File: config.mk
export PLATFORM = sky130hd
export DESIGN_NAME = hex_cube_line_walk_core_flat
export DESIGN_NICKNAME = d
export VERILOG_FILES = /design/src/hdl/hcl_pkg.sv /design/src/hdl/hcl_if.sv /design/src/hdl/hex_cube_line_walk_core.sv /design/src/hdl/hcl_front.sv /design/src/hdl/hcl_queue.sv /design/src/hdl/hcl_back.sv /design/src/flat_wrapper.sv
export SDC_FILE = /design/constraint.sdc
export NUM_CORES = 1
export LEC_CHECK = 0
export ABC_AREA = 1
export BUFFER_PORTS_ARGS = -buffer_cell sky130_fd_sc_hd__buf_2
export CAP_MARGIN = 20
export CELL_PAD_IN_SITES_DETAIL_PLACEMENT = 1
export CELL_PAD_IN_SITES_GLOBAL_PLACEMENT = 2
export CORE_ASPECT_RATIO = 1.1
export CORE_UTILIZATION = 40
export CTS_CLUSTER_DIAMETER = 150
export CTS_CLUSTER_SIZE = 24
export DETAILED_ROUTE_END_ITERATION = 6
export PLACE_DENSITY = 0.81
export RECOVER_POWER = 100
export SLEW_MARGIN = 20
export SYNTH_ARGS = -nofsm -noshare
export SYNTH_HDL_FRONTEND = slang
export SYNTH_SLANG_ARGS = --single-unit
File: constraint.sdc
create_clock -name clk_i -period 5.4 [get_ports clk_i]
set_input_delay 0.27 -clock clk_i [delete_from_list [all_inputs] [get_ports clk_i]]
set_output_delay 0.27 -clock clk_i [all_outputs]
set_load 0.1 [all_outputs]
File: src/hdl/hcl_pkg.sv
`default_nettype none

package hcl_pkg;

  // Field widths of the line walk
  localparam int unsigned CoordW = 5;   // signed hex component
  localparam int unsigned DeltaW = 6;   // signed end minus start
  localparam int unsigned DistW  = 5;   // unsigned distance and step index
  localparam int unsigned ProdW  = 10;  // signed start times distance
  localparam int unsigned RemW   = 8;   // signed remainder of the running division
  localparam int unsigned ErrW   = 7;   // doubled rounding error
  localparam int unsigned SumW   = 7;   // signed component before saturation

  localparam int unsigned QueueDepth        = 2;
  localparam int          CoordLimitDefault = 15;
  localparam int          CoordMax          = (1 << (CoordW - 1)) - 1;

  typedef struct packed {
    logic [2:0][CoordW-1:0] start;
    logic [2:0][DeltaW-1:0] delta;
    logic [2:0][ProdW-1:0]  prod;
    logic [DistW-1:0]       span;
  } line_entry_t;

  typedef struct packed {
    logic        valid;
    line_entry_t entry;
  } line_xfer_t;

  typedef enum logic [1:0] {
    WALK_IDLE = 2'b01,
    WALK_RUN  = 2'b10
  } walk_state_e;

  // Clamp the configured limit to the range the field widths can carry.
  function automatic logic [CoordW-1:0] eff_limit(input int lim);
    int l;
    l = lim;
    if (l > CoordMax) l = CoordMax;
    if (l < 1) l = 1;
    return CoordW'(l);
  endfunction

  // Saturate a widened component to [-lim, lim].
  function automatic logic signed [CoordW-1:0] sat_coord(input logic signed [SumW-1:0] x,
                                                         input logic [CoordW-1:0] lim);
    logic signed [SumW-1:0] hi;
    logic signed [SumW-1:0] lo;
    hi = $signed({{(SumW - CoordW){1'b0}}, lim});
    lo = -hi;
    if (x > hi) return hi[CoordW-1:0];
    if (x < lo) return lo[CoordW-1:0];
    return x[CoordW-1:0];
  endfunction

endpackage

`default_nettype wire

File: src/hdl/hcl_if.sv
`default_nettype none

interface hcl_in_if;
  logic                                valid;
  logic                                ready;
  logic signed [hcl_pkg::CoordW-1:0]   start_q;
  logic signed [hcl_pkg::CoordW-1:0]   start_r;
  logic signed [hcl_pkg::CoordW-1:0]   start_s;
  logic signed [hcl_pkg::CoordW-1:0]   end_q;
  logic signed [hcl_pkg::CoordW-1:0]   end_r;
  logic signed [hcl_pkg::CoordW-1:0]   end_s;

  modport source (output valid, start_q, start_r, start_s, end_q, end_r, end_s,
                  input ready);
  modport sink (input valid, start_q, start_r, start_s, end_q, end_r, end_s,
                output ready);
endinterface

interface hcl_out_if;
  logic                                valid;
  logic                                ready;
  logic signed [hcl_pkg::CoordW-1:0]   point_q;
  logic signed [hcl_pkg::CoordW-1:0]   point_r;
  logic signed [hcl_pkg::CoordW-1:0]   point_s;
  logic        [hcl_pkg::DistW-1:0]    step_number;
  logic                                last_point;

  modport source (output valid, point_q, point_r, point_s, step_number, last_point,
                  input ready);
  modport sink (input valid, point_q, point_r, point_s, step_number, last_point,
                output ready);
endinterface

`default_nettype wire

File: src/hdl/hex_cube_line_walk_core.sv
// The first point of a line passes through the queue, the walker load and the output register.
// Each line takes a load step, then one point per cycle while the output is ready; the back
//   walker, with its per-component division steps, sets this and takes no new line until the last point.
// The two-entry queue takes new lines while the walker is busy.
// Reset: asynchronous, active low; clears the queue, the walker state and output valid.
`default_nettype none

module hex_cube_line_walk_core #(
  parameter int COORD_LIMIT = hcl_pkg::CoordLimitDefault
) (
  input  logic       clk_i,
  input  logic       rst_ni,
  hcl_in_if.sink     in_i,
  hcl_out_if.source  out_o
);
  import hcl_pkg::*;

  localparam int Lim = int'(eff_limit(COORD_LIMIT));

  line_xfer_t push_s;
  line_xfer_t pop_s;
  logic       push_ready_s;
  logic       take_s;

  // Saturate the inputs, find the distance and the scaled starting values.
  hcl_front #(
    .COORD_LIMIT (COORD_LIMIT)
  ) u_front (
    .in_i         (in_i),
    .push_ready_i (push_ready_s),
    .push_o       (push_s)
  );

  // Hold classified lines until the walker is free.
  hcl_queue u_queue (
    .clk_i        (clk_i),
    .rst_ni       (rst_ni),
    .push_i       (push_s),
    .push_ready_o (push_ready_s),
    .pop_o        (pop_s),
    .take_i       (take_s)
  );

  // Walk the line, round each point and rebuild the worst component.
  hcl_back #(
    .COORD_LIMIT (COORD_LIMIT)
  ) u_back (
    .clk_i  (clk_i),
    .rst_ni (rst_ni),
    .pop_i  (pop_s),
    .take_o (take_s),
    .out_o  (out_o)
  );

  // An accepted line lands in the queue by the next cycle.
  a_push_lands : assert property (@(posedge clk_i) disable iff (!rst_ni)
    in_i.valid && in_i.ready |=> pop_s.valid)
    else $error("accepted line missing from queue");

  // After a transfer that is not the last point, the next point is ready at once.
  a_walk_continues : assert property (@(posedge clk_i) disable iff (!rst_ni)
    out_o.valid && out_o.ready && !out_o.last_point |=>
      out_o.valid && (out_o.step_number == $past(out_o.step_number) + 5'd1))
    else $error("line walk broke its step sequence");

  // The walker only takes a line when the queue has one.
  a_take_needs_entry : assert property (@(posedge clk_i) disable iff (!rst_ni)
    take_s |-> pop_s.valid)
    else $error("walker took from an empty queue");

  // Every shown point lies inside the coordinate limit.
  a_point_range : assert property (@(posedge clk_i) disable iff (!rst_ni)
    out_o.valid |-> (out_o.point_q <= Lim) && (out_o.point_q >= -Lim) &&
                    (out_o.point_r <= Lim) && (out_o.point_r >= -Lim) &&
                    (out_o.point_s <= Lim) && (out_o.point_s >= -Lim))
    else $error("point outside coordinate limit");

endmodule

`default_nettype wire

File: src/hdl/hcl_front.sv
`default_nettype none

module hcl_front #(
  parameter int COORD_LIMIT = hcl_pkg::CoordLimitDefault
) (
  hcl_in_if.sink              in_i,
  input  logic                push_ready_i,
  output hcl_pkg::line_xfer_t push_o
);
  import hcl_pkg::*;

  localparam logic [CoordW-1:0] Limit = eff_limit(COORD_LIMIT);

  logic signed [CoordW-1:0] raw_a [3];
  logic signed [CoordW-1:0] raw_b [3];
  logic signed [CoordW-1:0] sat_a [3];
  logic signed [CoordW-1:0] sat_b [3];
  logic signed [DeltaW-1:0] delta [3];
  logic        [DistW-1:0]  mag   [3];
  logic        [DistW-1:0]  span;
  logic signed [ProdW-1:0]  prod_full [3];

  assign raw_a[0] = in_i.start_q;
  assign raw_a[1] = in_i.start_r;
  assign raw_a[2] = in_i.start_s;
  assign raw_b[0] = in_i.end_q;
  assign raw_b[1] = in_i.end_r;
  assign raw_b[2] = in_i.end_s;

  always_comb begin
    for (int c = 0; c < 3; c++) begin
      sat_a[c] = sat_coord($signed({{(SumW - CoordW){raw_a[c][CoordW-1]}}, raw_a[c]}), Limit);
      sat_b[c] = sat_coord($signed({{(SumW - CoordW){raw_b[c][CoordW-1]}}, raw_b[c]}), Limit);
      delta[c] = $signed({sat_b[c][CoordW-1], sat_b[c]}) -
                 $signed({sat_a[c][CoordW-1], sat_a[c]});
      mag[c]   = delta[c][DeltaW-1] ? DistW'(-delta[c]) : DistW'(delta[c]);
    end
  end

  // Distance is the largest component step.
  always_comb begin
    span = mag[0];
    if (mag[1] > span) span = mag[1];
    if (mag[2] > span) span = mag[2];
  end

  always_comb begin
    for (int c = 0; c < 3; c++) begin
      prod_full[c] = sat_a[c] * $signed({1'b0, span});
    end
  end

  always_comb begin
    push_o.valid = in_i.valid;
    push_o.entry.span = span;
    for (int c = 0; c < 3; c++) begin
      push_o.entry.start[c] = sat_a[c];
      push_o.entry.delta[c] = delta[c];
      push_o.entry.prod[c]  = prod_full[c];
    end
  end

  assign in_i.ready = push_ready_i;

endmodule

`default_nettype wire

File: src/hdl/hcl_queue.sv
`default_nettype none

module hcl_queue (
  input  logic                clk_i,
  input  logic                rst_ni,
  input  hcl_pkg::line_xfer_t push_i,
  output logic                push_ready_o,
  output hcl_pkg::line_xfer_t pop_o,
  input  logic                take_i
);
  import hcl_pkg::*;

  // Depth is a power of two so the pointers wrap on their own.
  localparam int unsigned PtrW = $clog2(QueueDepth);
  localparam int unsigned CntW = $clog2(QueueDepth + 1);

  line_entry_t         slot_q [QueueDepth];
  logic [PtrW-1:0]     wr_ptr_q, wr_ptr_d;
  logic [PtrW-1:0]     rd_ptr_q, rd_ptr_d;
  logic [CntW-1:0]     count_q, count_d;
  logic                do_push, do_pop;

  assign push_ready_o = (count_q != CntW'(QueueDepth));
  assign do_push      = push_i.valid && push_ready_o;
  assign do_pop       = take_i && (count_q != '0);

  assign pop_o.valid = (count_q != '0);
  assign pop_o.entry = slot_q[rd_ptr_q];

  always_comb begin
    wr_ptr_d = do_push ? wr_ptr_q + PtrW'(1) : wr_ptr_q;
    rd_ptr_d = do_pop  ? rd_ptr_q + PtrW'(1) : rd_ptr_q;
    count_d  = count_q;
    if (do_push && !do_pop) count_d = count_q + CntW'(1);
    if (!do_push && do_pop) count_d = count_q - CntW'(1);
  end

  always_ff @(posedge clk_i or negedge rst_ni) begin
    if (!rst_ni) begin
      wr_ptr_q <= '0;
      rd_ptr_q <= '0;
      count_q  <= '0;
    end else begin
      wr_ptr_q <= wr_ptr_d;
      rd_ptr_q <= rd_ptr_d;
      count_q  <= count_d;
    end
  end

  always_ff @(posedge clk_i) begin
    if (do_push) slot_q[wr_ptr_q] <= push_i.entry;
  end

endmodule

`default_nettype wire

File: src/hdl/hcl_back.sv
`default_nettype none

module hcl_back #(
  parameter int COORD_LIMIT = hcl_pkg::CoordLimitDefault
) (
  input  logic                clk_i,
  input  logic                rst_ni,
  input  hcl_pkg::line_xfer_t pop_i,
  output logic                take_o,
  hcl_out_if.source           out_o
);
  import hcl_pkg::*;

  localparam logic [CoordW-1:0] Limit = eff_limit(COORD_LIMIT);

  walk_state_e state_q, state_d;

  // Running value v = a*d + delta*i, plus two floor divisions by 2d:
  // p = floor((2v+d)/2d) serves v >= 0, m = floor((2v+d-1)/2d) serves v < 0.
  logic signed [ProdW-1:0]  v_q  [3];
  logic signed [DeltaW-1:0] p_q  [3];
  logic signed [DeltaW-1:0] m_q  [3];
  logic signed [RemW-1:0]   rp_q [3];
  logic signed [RemW-1:0]   rm_q [3];
  logic signed [DeltaW-1:0] dl_q [3];
  logic        [DistW-1:0]  dist_q;
  logic        [DistW-1:0]  step_q;

  logic signed [CoordW-1:0] pt_q [3];
  logic        [DistW-1:0]  step_out_q;
  logic                     last_out_q;
  logic                     out_valid_q;

  logic signed [RemW-1:0]   dist_r, two_d, dl2 [3];
  logic signed [RemW-1:0]   rp_sum [3], rm_sum [3], diff [3];
  logic signed [RemW-1:0]   rp_nx [3], rm_nx [3];
  logic signed [DeltaW-1:0] p_nx [3], m_nx [3];
  logic signed [DeltaW-1:0] n [3];
  logic        [ErrW-1:0]   err [3];
  logic signed [CoordW-1:0] pt [3];
  logic signed [SumW-1:0]   rebuild [3];
  logic                     emit, last_now;

  assign dist_r   = $signed({{(RemW - DistW){1'b0}}, dist_q});
  assign two_d    = dist_r <<< 1;
  assign last_now = (step_q == dist_q);
  assign emit     = (state_q == WALK_RUN) && (!out_valid_q || out_o.ready);
  assign take_o   = (state_q == WALK_IDLE) && pop_i.valid;

  // Pick the rounded value and its doubled error.
  always_comb begin
    for (int c = 0; c < 3; c++) begin
      if (v_q[c][ProdW-1]) begin
        n[c]    = m_q[c];
        diff[c] = rm_q[c] - dist_r + RemW'(1);
      end else begin
        n[c]    = p_q[c];
        diff[c] = rp_q[c] - dist_r;
      end
      err[c] = diff[c][RemW-1] ? ErrW'(-diff[c]) : ErrW'(diff[c]);
    end
  end

  // Rebuild the component with the largest error; a tie with s falls to s, a q-r tie falls to r.
  always_comb begin
    for (int c = 0; c < 3; c++) begin
      pt[c] = n[c][CoordW-1:0];
    end
    rebuild[0] = -$signed({n[1][DeltaW-1], n[1]}) - $signed({n[2][DeltaW-1], n[2]});
    rebuild[1] = -$signed({n[0][DeltaW-1], n[0]}) - $signed({n[2][DeltaW-1], n[2]});
    rebuild[2] = -$signed({n[0][DeltaW-1], n[0]}) - $signed({n[1][DeltaW-1], n[1]});
    priority if (err[0] > err[1] && err[0] > err[2]) begin
      pt[0] = sat_coord(rebuild[0], Limit);
    end else if (err[1] > err[2]) begin
      pt[1] = sat_coord(rebuild[1], Limit);
    end else begin
      pt[2] = sat_coord(rebuild[2], Limit);
    end
  end

  // Advance each division by one step; one correction keeps the remainder in [0, 2d).
  always_comb begin
    for (int c = 0; c < 3; c++) begin
      dl2[c]    = $signed({{(RemW - DeltaW - 1){dl_q[c][DeltaW-1]}}, dl_q[c], 1'b0});
      rp_sum[c] = rp_q[c] + dl2[c];
      rm_sum[c] = rm_q[c] + dl2[c];
      p_nx[c]   = p_q[c];
      m_nx[c]   = m_q[c];
      rp_nx[c]  = rp_sum[c];
      rm_nx[c]  = rm_sum[c];
      priority if (rp_sum[c] >= two_d) begin
        p_nx[c]  = p_q[c] + DeltaW'(1);
        rp_nx[c] = rp_sum[c] - two_d;
      end else if (rp_sum[c] < 0) begin
        p_nx[c]  = p_q[c] - DeltaW'(1);
        rp_nx[c] = rp_sum[c] + two_d;
      end
      priority if (rm_sum[c] >= two_d) begin
        m_nx[c]  = m_q[c] + DeltaW'(1);
        rm_nx[c] = rm_sum[c] - two_d;
      end else if (rm_sum[c] < 0) begin
        m_nx[c]  = m_q[c] - DeltaW'(1);
        rm_nx[c] = rm_sum[c] + two_d;
      end
    end
  end

  always_comb begin
    state_d = state_q;
    unique case (state_q)
      WALK_IDLE: if (pop_i.valid) state_d = WALK_RUN;
      WALK_RUN:  if (emit && last_now) state_d = WALK_IDLE;
      default:   state_d = WALK_IDLE;
    endcase
  end

  always_ff @(posedge clk_i or negedge rst_ni) begin
    if (!rst_ni) begin
      state_q     <= WALK_IDLE;
      out_valid_q <= 1'b0;
    end else begin
      state_q <= state_d;
      if (emit) begin
        out_valid_q <= 1'b1;
      end else if (out_o.ready) begin
        out_valid_q <= 1'b0;
      end
    end
  end

  always_ff @(posedge clk_i) begin
    if (take_o) begin
      dist_q <= pop_i.entry.span;
      step_q <= '0;
      for (int c = 0; c < 3; c++) begin
        v_q[c]  <= $signed(pop_i.entry.prod[c]);
        dl_q[c] <= $signed(pop_i.entry.delta[c]);
        p_q[c]  <= $signed({pop_i.entry.start[c][CoordW-1], pop_i.entry.start[c]});
        m_q[c]  <= $signed({pop_i.entry.start[c][CoordW-1], pop_i.entry.start[c]});
        rp_q[c] <= $signed({{(RemW - DistW){1'b0}}, pop_i.entry.span});
        rm_q[c] <= $signed({{(RemW - DistW){1'b0}}, pop_i.entry.span}) - RemW'(1);
      end
    end else if (emit) begin
      step_q <= step_q + DistW'(1);
      for (int c = 0; c < 3; c++) begin
        v_q[c]  <= v_q[c] + $signed({{(ProdW - DeltaW){dl_q[c][DeltaW-1]}}, dl_q[c]});
        p_q[c]  <= p_nx[c];
        m_q[c]  <= m_nx[c];
        rp_q[c] <= rp_nx[c];
        rm_q[c] <= rm_nx[c];
      end
    end
  end

  always_ff @(posedge clk_i) begin
    if (emit) begin
      for (int c = 0; c < 3; c++) begin
        pt_q[c] <= pt[c];
      end
      step_out_q <= step_q;
      last_out_q <= last_now;
    end
  end

  assign out_o.valid       = out_valid_q;
  assign out_o.point_q     = pt_q[0];
  assign out_o.point_r     = pt_q[1];
  assign out_o.point_s     = pt_q[2];
  assign out_o.step_number = step_out_q;
  assign out_o.last_point  = last_out_q;

endmodule

`default_nettype wire
File: src/flat_wrapper.sv
// flat-port wrapper written by rule: the top's interface ports become plain ports
module hex_cube_line_walk_core_flat import hcl_pkg::*;
#(
  parameter int COORD_LIMIT = hcl_pkg::CoordLimitDefault
)
  (clk_i, rst_ni, in_i_valid, in_i_start_q, in_i_start_r, in_i_start_s, in_i_end_q, in_i_end_r, in_i_end_s, in_i_ready, out_o_valid, out_o_point_q, out_o_point_r, out_o_point_s, out_o_step_number, out_o_last_point, out_o_ready);
  hcl_in_if in_i_i ();
  hcl_out_if out_o_i ();
  input  logic clk_i;
  input  logic rst_ni;
  input wire logic [$bits(in_i_i.valid)-1:0] in_i_valid;
  input wire logic [$bits(in_i_i.start_q)-1:0] in_i_start_q;
  input wire logic [$bits(in_i_i.start_r)-1:0] in_i_start_r;
  input wire logic [$bits(in_i_i.start_s)-1:0] in_i_start_s;
  input wire logic [$bits(in_i_i.end_q)-1:0] in_i_end_q;
  input wire logic [$bits(in_i_i.end_r)-1:0] in_i_end_r;
  input wire logic [$bits(in_i_i.end_s)-1:0] in_i_end_s;
  output wire logic [$bits(in_i_i.ready)-1:0] in_i_ready;
  output wire logic [$bits(out_o_i.valid)-1:0] out_o_valid;
  output wire logic [$bits(out_o_i.point_q)-1:0] out_o_point_q;
  output wire logic [$bits(out_o_i.point_r)-1:0] out_o_point_r;
  output wire logic [$bits(out_o_i.point_s)-1:0] out_o_point_s;
  output wire logic [$bits(out_o_i.step_number)-1:0] out_o_step_number;
  output wire logic [$bits(out_o_i.last_point)-1:0] out_o_last_point;
  input wire logic [$bits(out_o_i.ready)-1:0] out_o_ready;
  assign in_i_i.valid = in_i_valid;
  assign in_i_i.start_q = in_i_start_q;
  assign in_i_i.start_r = in_i_start_r;
  assign in_i_i.start_s = in_i_start_s;
  assign in_i_i.end_q = in_i_end_q;
  assign in_i_i.end_r = in_i_end_r;
  assign in_i_i.end_s = in_i_end_s;
  assign in_i_ready = in_i_i.ready;
  assign out_o_valid = out_o_i.valid;
  assign out_o_point_q = out_o_i.point_q;
  assign out_o_point_r = out_o_i.point_r;
  assign out_o_point_s = out_o_i.point_s;
  assign out_o_step_number = out_o_i.step_number;
  assign out_o_last_point = out_o_i.last_point;
  assign out_o_i.ready = out_o_ready;
  hex_cube_line_walk_core #(.COORD_LIMIT(COORD_LIMIT)) u_core (.clk_i(clk_i), .rst_ni(rst_ni), .in_i(in_i_i), .out_o(out_o_i));
endmodule
==> results of run 1 <==
==> area by class of cell <==
| class | count | area [um2] |
|---|---|---|
| Fill cell | 7553 | 33200 |
| Tap cell | 841 | 1050 |
| Sequential cell | 301 | 8960 |
| Timing Repair Buffer | 301 | 2250 |
| Clock inverter | 1 | 16.3 |
| Multi-Input combinational cell | 2240 | 16000 |
| Inverter | 434 | 1670 |
| Clock buffer | 22 | 444 |
==> synthesized netlist by cell type, types with 10 or more instances <==
library cell,instances,area share
o21bai_1,14,0.0041
nand3_1,93,0.018
edfxtp_1,289,0.34
nor2_1,213,0.031
nor3_1,15,0.0029
o211ai_1,23,0.0067
or2_2,19,0.0046
nand2_1,755,0.11
o21ai_1,16,0.0031
fa_1,67,0.052
o31ai_1,14,0.0041
nand2_2,25,0.0061
nand2_4,10,0.0044
inv_1,415,0.061
ha_1,335,0.16
inv_2,16,0.0023
nand4_1,13,0.0032
xnor2_1,47,0.016
a21o_1,15,0.0044
clkbuf_1,36,0.0053
a21oi_1,162,0.032
a31oi_1,11,0.0027
o21ai_0,164,0.032
xor2_1,124,0.042
nor2_2,25,0.0061
==> sequential cells by signal, summed over array words and instances, names as in the netlist, 5 cells and up <==
| register | cells |
|---|---|
| u_core.u_back.rp_q | 22 |
| u_core.u_back.pt_q | 15 |
| u_core.u_back.rm_q | 22 |
| u_core.u_back.dl_q | 18 |
| u_core.u_back.step_q | 5 |
| u_core.u_back.v_q | 30 |
| u_core.u_back.m_q | 18 |
| u_core.u_back.p_q | 18 |
| u_core.u_back.out_o.step_number | 5 |
| u_core.u_queue.slot_q | 136 |
==> critical path, delay by kind of cell <==
kind / cells / cell delay, ns
xor+xnor: 2 / 0.32
buf+inv: 15 / 1.31
compound gates: 6 / 1.12
simple gates: 16 / 1.75
fa+ha+maj: 10 / 2.80
==> metrics by stage <==
step                      instance area, um2  cells   util
after floorplan                        25900   3030      -
after global placement                 28600   4076  0.450
after detailed placement               28600   4076  0.450
after CTS                              29600   4121  0.466
after global routing                   30400   4140  0.478
final                                  30400   4140  0.478
==> logic make-up (layout without fill, tap and decap cells) <==
kind of cell,count (synthesis),count (layout),share of synthesized area
AND/OR/NAND/NOR,1196,1197,0.197
buffers and inverters,490,758,0.0730
AO/OA/AOI/OAI,455,455,0.101
adder cells (fa/ha/maj),402,402,0.215
flip-flops,301,301,0.349
XOR/XNOR,178,178,0.0627
multiplexers,5,5,0.00209
other,1,3,0.000146
==> per-layer routing <==
layer	GRT usage	part of all wire	vias up
met3	0.0153	0.024	85
met5	0	0	-
met4	0.0480	0.019	0
met2	0.451	0.53	256
li1	-	-	10500
met1	0.281	0.43	10500
==> repair_timing <==
item                                    CTS  global route
endpoints found under the hold margin     8             0
endpoints found under the setup margin   54            60
gates cloned                              0             1
hold buffers                              2             0
setup buffers                            22            19
pin swaps                                70            87
gates resized for setup                  74           128
==> path summary, 6_finish.rpt <==
check / slack [ns] / cells past startpoint / end
max in group asynchronous: 4.91 / 2 / u_core.u_back.state_q[0]$_DFFE_PN1P_
max reg2reg: 0.59 / 28 / u_core.u_back.pt_q[0][10]$_DFFE_PP_
max: -1.96 / 49 / u_core.u_queue.slot_q[1][14]$_DFFE_PP_
min in group asynchronous: 0.17 / 2 / u_core.u_back.state_q[1]$_DFFE_PN0P_
min reg2reg: 0.51 / 1 / u_core.u_queue.count_q[1]$_DFFE_PN0P_
min: 0.06 / 4 / u_core.u_back.out_o.valid$_DFFE_PN0P_
==> flow_summary.yaml, run 1 <==
outcome:
  status: "finished, violations left"
  violations: "setup timing"
synth:
  yosys_warnings: 0
  async_reset_ff_frac: 0.0233
  synthCells: 3028
  synth_edf_count: 289
  avgSynthCellArea_um2: 8.48
  ys.flop_type: "edfxtp_1"
  ys_seq_area_frac: 0.349
  syn_area_um2: 25700
  synth-seq-cells: 301
  ys_types: 60
floorplan:
  die_x_um: 244
  num_io_pins: 57
  fp.dieArea_um2: 65200
  num_rows: 97
  core_area_um2: 63600
  die_h_um: 268
  start_util: 0.404
routing:
  routed_wl_um: 77000
  drt-initial-drc-count: 854
  wl_per_cell_um: 18.6
  postRouteAntennaNets: 0
  drc_errors: 0
  via_per_inst: 5.15
  via_count: 21300
  drtPass1Iterations: 6
global_route:
  grt_max_degree: 63
  grt_pass1_wl_um: 120000
  grt_pass1_vias: 22900
  antenna_found_initial: 1
  grt_overflow: 0
  grt_use_total: 0.233
clocking:
  cts_tree: "yes"
  root_buffer: "clkbuf_16"
  clk_pin_slew_ns: 0.09
  clk-insertion-delay-late_ns: 0.55
  cts_buffers: 16
  cts.sinks: 301
  cts.path.max_buffers: 3
  h-tree-depth: 1
critical_path:
  crit_required_ns: 5.66
  worstSetupPathType: "in -> reg"
  cp-startpoint: "in_i_end_q[0]"
  endpoint_kind: "flop"
  cp_max_fo: 8
  critPathSlowestCell: "fa_1"
  cpPeakStageDelay_ns: 0.46
  worstPathArrival_ns: 7.62
  timing.rr.start: "u_core.u_back.dist_q[1]$_DFFE_PP_"
  critPathLaunchType: "input port"
timing:
  hold_ws_ns: 0.0642
  post-route-period-util: 1.36
  worst-slew-pin-transition_ns: 1.08
  finalMaxSlewViolations: 0
  finalCriticalPeriod_ns: 7.36
  final.setup_skew_ns: 0.0284
  timing.final.ws_setup_ns: -1.96
  hold_violations: 0
  rsz0062_at_grt: "yes"
  tns_ns: -68.75
  max_clock_freq_mhz: 136
  finalSetupViolCount: 48
  slew_headroom: 0.283
place:
  dp_hpwl_um: 60300
  place_ws_ns: -2.75
  gp_congestion: 0.867
  io_buffers: 56
min_path:
  min_path_type: "in -> reg"
  min-delay-start: "out_o_ready"
final_layout:
  antenna_cells: 0
  layout-drive-gt1-share: 0.190
  final_common_cell: "nand2_1"
  synthToLayoutAreaGrowth_pct: 18.3
  fin_nets: 3730
  final_cell_mix: "717 x nand2_1, 382 x inv_1, 298 x ha_1"
run:
  max_cap_violations: 0
Power of run 1 is not shown: default switching activity piles up to over one toggle a cycle in this logic, so the estimate is an artifact.
==> run 2, diff against run 1 <==
--- a/config.mk
+++ b/config.mk
@@ -16,7 +16,6 @@
 export CTS_CLUSTER_SIZE = 24
 export DETAILED_ROUTE_END_ITERATION = 6
 export PLACE_DENSITY = 0.81
-export RECOVER_POWER = 100
 export SLEW_MARGIN = 20
 export SYNTH_ARGS = -nofsm -noshare
 export SYNTH_HDL_FRONTEND = slang
==> flow_summary.yaml, run 2 (synthesized netlist as in run 1, its figures left out) <==
timing:
  tns_ns: -68.75
  slew_headroom: 0.283
  finalCriticalPeriod_ns: 7.36
  finalMaxSlewViolations: 0
  post-route-period-util: 1.36
  timing.final.ws_setup_ns: -1.96
  hold_violations: 0
  max_clock_freq_mhz: 136
  final.setup_skew_ns: 0.0284
  finalSetupViolCount: 48
  worst-slew-pin-transition_ns: 1.08
  rsz0062_at_grt: "yes"
final_layout:
  final_cell_mix: "717 x nand2_1, 382 x inv_1, 298 x ha_1"
  top_register: "u_core.u_queue.slot_q"
  reg_top3: "u_core.u_queue.slot_q (136), u_core.u_back.v_q (30)"
  largest_register_ffs: 136
  multi_input_area_um2: 16000
  final_common_cell: "nand2_1"
  layout-drive-gt1-share: 0.190
  regArea_um2: 8960
  fin_nets: 3730
  instances_no_fill: 4140
  synthToLayoutAreaGrowth_pct: 18.3
  fillCellCount: 7552
  antenna_cells: 0
floorplan:
  num_rows: 97
  die_x_um: 244
  core_area_um2: 63600
  start_util: 0.404
  num_io_pins: 57
  die_h_um: 268
  fp.dieArea_um2: 65200
critical_path:
  endpoint_kind: "flop"
  worstSetupPathType: "in -> reg"
  worstPathArrival_ns: 7.62
  critPathLaunchType: "input port"
  cpPeakStageDelay_ns: 0.46
  critPathSlowestCell: "fa_1"
  crit_required_ns: 5.66
  cp_max_fo: 8
routing:
  drt-initial-drc-count: 854
  drtPass1Iterations: 6
  via_per_inst: 5.15
  via_count: 21300
  postRouteAntennaNets: 0
  routed_wl_um: 77000
  drc_errors: 0
  wl_per_cell_um: 18.6
clocking:
  cts.path.max_buffers: 3
  clk_pin_slew_ns: 0.09
  cts_tree: "yes"
  root_buffer: "clkbuf_16"
  cts.sinks: 301
  clk-insertion-delay-late_ns: 0.55
  cts_buffers: 16
  h-tree-depth: 1
outcome:
  status: "finished, violations left"
  violations: "setup timing"
place:
  io_buffers: 56
  dpl.cell_count: 4076
  gp_congestion: 0.867
  dp_hpwl_um: 60300
global_route:
  grt_overflow: 0
  grt_pass1_vias: 22900
  antenna_found_initial: 1
  grt_use_total: 0.233
  grt_max_degree: 63
  grt_pass1_wl_um: 120000
min_path:
  min_path_type: "in -> reg"
run:
  max_cap_violations: 0
run 2: changes by cell type in the layout (fill, tap and decap cells not counted), sizes merged:
cell	before	now
buf	298	299
clkbuf	23	22
run 2: repair_timing:
item	in CTS	in global routing
hold buffers	2	0
cloned	0	1
setup buffers	22	19
resized for setup	74	128
endpoints found under the hold margin	8	0
pin swaps	70	87
endpoints found under the setup margin	54	60
run 2: final cells by class:
cell class	instances	area share
repair buffers	301	0.0742
inverters	434	0.0548
well taps	841	0.0346
clock buffers	22	0.0146
clock inverters	1	0.000535
flip-flops and latches	301	0.295
multi-input cells	2240	0.527
run 2: routing by layer:
metal  track usage  share of wire
met5             0              0
met4        0.0480          0.019
met3        0.0153          0.024
met2         0.451           0.53
met1         0.281           0.43
run 2: final timing paths:
path	cells after the start	from	endpoint	slack [ns]
max	49	in_i_end_q[0]	u_core.u_queue.slot_q[1][14]$_DFFE_PP_	-1.96
min	4	out_o_ready	u_core.u_back.out_o.valid$_DFFE_PN0P_	0.06
max reg2reg	28	u_core.u_back.dist_q[1]$_DFFE_PP_	u_core.u_back.pt_q[0][10]$_DFFE_PP_	0.59
max in group asynchronous	2	rst_ni	u_core.u_back.state_q[0]$_DFFE_PN1P_	5.07
min reg2reg	1	u_core.u_queue.count_q[1]$_DFFE_PN0P_	u_core.u_queue.count_q[1]$_DFFE_PN0P_	0.51
min in group asynchronous	2	rst_ni	u_core.u_back.state_q[1]$_DFFE_PN0P_	0.10
run 2: critical path: cells and delay by family:
family / cells / cell delay, ns
adders and majority gates: 10 / 2.80
and+or+nand+nor: 16 / 1.75
buffers and inverters: 15 / 1.31
AOI/OAI and AO/OA: 6 / 1.12
xor gates and xnor gates: 2 / 0.32
run 2: per-stage QoR:
stage / area, um2 / setup WS, ns / util / hold WS, ns
finish: 30400 / -1.96 / 0.478 / 0.0642
global placement: 28600 / -2.46 / 0.450 / 0.106
detailed placement: 28600 / -2.75 / 0.450 / 0.115
floorplan: 25900 / -2.12 / - / -0.0256
CTS: 29600 / -1.89 / 0.466 / 0.0522
global route: 30400 / -2.26 / 0.478 / 0.0580
Power of run 2 is left out for the same reason.
==> run 3, diff against run 2 <==
--- a/config.mk
+++ b/config.mk
@@ -11,11 +11,11 @@
 export CELL_PAD_IN_SITES_DETAIL_PLACEMENT = 1
 export CELL_PAD_IN_SITES_GLOBAL_PLACEMENT = 2
 export CORE_ASPECT_RATIO = 1.1
-export CORE_UTILIZATION = 40
+export CORE_UTILIZATION = 43
 export CTS_CLUSTER_DIAMETER = 150
 export CTS_CLUSTER_SIZE = 24
 export DETAILED_ROUTE_END_ITERATION = 6
-export PLACE_DENSITY = 0.81
+export PLACE_DENSITY = 0.86
 export SLEW_MARGIN = 20
 export SYNTH_ARGS = -nofsm -noshare
 export SYNTH_HDL_FRONTEND = slang
==> constraint.sdc (replaced) <==
create_clock -name clk_i -period 8.7 [get_ports clk_i]
set_input_delay 0.435 -clock clk_i [delete_from_list [all_inputs] [get_ports clk_i]]
set_output_delay 0.435 -clock clk_i [all_outputs]
set_load 0.1 [all_outputs]
==> flow_summary.yaml, run 3 (synthesized netlist as in run 1, its figures left out) <==
floorplan:
  num_rows: 93
  die_x_um: 235
  core_area_um2: 58800
  die_h_um: 258
  num_io_pins: 57
  start_util: 0.437
  fp.dieArea_um2: 60700
critical_path:
  crit_required_ns: 8.97
  endpoint_kind: "flop"
  worstSetupPathType: "in -> reg"
  critPathSlowestCell: "fa_1"
  critPathLaunchType: "input port"
  worstPathArrival_ns: 8.30
  cpPeakStageDelay_ns: 0.54
  cp_max_fo: 9
clocking:
  root_buffer: "clkbuf_16"
  h-tree-depth: 1
  clk-insertion-delay-late_ns: 0.53
  clk_pin_slew_ns: 0.11
  cts_buffers: 16
  cts.path.max_buffers: 3
  cts.sinks: 301
  cts_tree: "yes"
final_layout:
  final_cell_mix: "753 x nand2_1, 413 x inv_1, 335 x ha_1"
  reg_top3: "u_core.u_queue.slot_q (136), u_core.u_back.v_q (30)"
  fillCellCount: 7000
  largest_register_ffs: 136
  antenna_cells: 0
  fin_nets: 3521
  instances_no_fill: 3850
  layout-drive-gt1-share: 0.0845
  synthToLayoutAreaGrowth_pct: 7.16
  top_register: "u_core.u_queue.slot_q"
  final_common_cell: "nand2_1"
timing:
  finalMaxSlewViolations: 0
  post-route-period-util: 0.923
  max_clock_freq_mhz: 124
  worst-slew-pin-transition_ns: 0.984
  hold_ws_ns: 0.221
  hold_violations: 0
  final.setup_skew_ns: 0.0236
  finalSetupViolCount: 0
  finalCriticalPeriod_ns: 8.03
  slew_headroom: 0.344
  tns_ns: 0
  timing.final.ws_setup_ns: 0.668
global_route:
  grt_pass1_wl_um: 119000
  busiest_layer: "met2"
  grt_util_met3: 0.0225
  met1_usage: 0.301
  antenna_found_initial: 0
  grt_overflow: 0
  grt_pass1_vias: 22200
  grt_use_total: 0.248
  met2_usage: 0.464
  grt_max_degree: 59
routing:
  routed_wl_um: 74000
  via_per_inst: 5.32
  via_count: 20500
  wl_per_cell_um: 19.2
  drtPass1Iterations: 5
  drc_errors: 0
  drt-initial-drc-count: 958
  postRouteAntennaNets: 0
place:
  place_ws_ns: -0.201
  io_buffers: 56
  dpl.cell_count: 3826
  dp_hpwl_um: 59400
  gp_congestion: 0.875
min_path:
  min_path_type: "in -> reg"
run:
  max_cap_violations: 0
outcome:
  status: "finished, final reports clean"
## run 3: stage by stage
stage                     cell area (um2)   util
after CTS                           27500  0.467
final                               27500  0.469
after detailed placement            27000  0.459
after floorplan                     25700      -
after global placement              27000  0.459
after global routing                27500  0.469
## run 3: worst paths after layout
| kind | start | to | slack, ns | depth (start not counted) |
|---|---|---|---|---|
| max | in_i_start_r[3] | u_core.u_queue.slot_q[0][33]$_DFFE_PP_ | 0.67 | 48 |
| min | out_o_ready | u_core.u_back.out_o.valid$_DFFE_PN0P_ | 0.22 | 4 |
| max reg2reg | u_core.u_back.rp_q[0][8]$_DFFE_PP_ | u_core.u_back.pt_q[0][11]$_DFFE_PP_ | 3.04 | 27 |
| min reg2reg | u_core.u_back.step_q[4]$_SDFFE_PP0P_ | u_core.u_back.out_o.step_number[4]$_DFFE_PP_ | 0.52 | 0 |
| max in group asynchronous | rst_ni | u_core.u_back.state_q[0]$_DFFE_PN1P_ | 8.19 | 2 |
| min in group asynchronous | rst_ni | u_core.u_back.state_q[1]$_DFFE_PN0P_ | 0.27 | 2 |
## run 3: cell type report
class	count	area (um2)	area share
inverters	434	1640	0.0596
repair buffers	93	561	0.0204
clock inverters	2	16.3	0.000591
multi-input cells	2239	15000	0.544
well taps	760	951	0.0345
clock buffers	21	440	0.0160
flip-flops and latches	301	8960	0.325
## run 3: worst max-delay path: cells and delay by family
kind	cells	cell delay, ns
AO/OA/AOI/OAI	6	1.14
XOR/XNOR	1	0.16
adder cells (fa/ha/maj)	10	3.38
buffers and inverters	11	1.04
AND/OR/NAND/NOR	20	2.14
## run 3: routing by layer
metal  vias up  share of wire
met1     10100           0.43
met2       288           0.51
met5         -              0
met3        96          0.029
li1      10100              -
met4         0          0.030
## run 3: what timing repair did
action                                 in CTS  in global routing
setup endpoints to repair                   0                 14
setup buffers                               0                  0
gates resized for setup                     0                 13
hold buffers                                1                  0
endpoints found under the hold margin       7                  0
Power of run 3 is left out for the same reason.
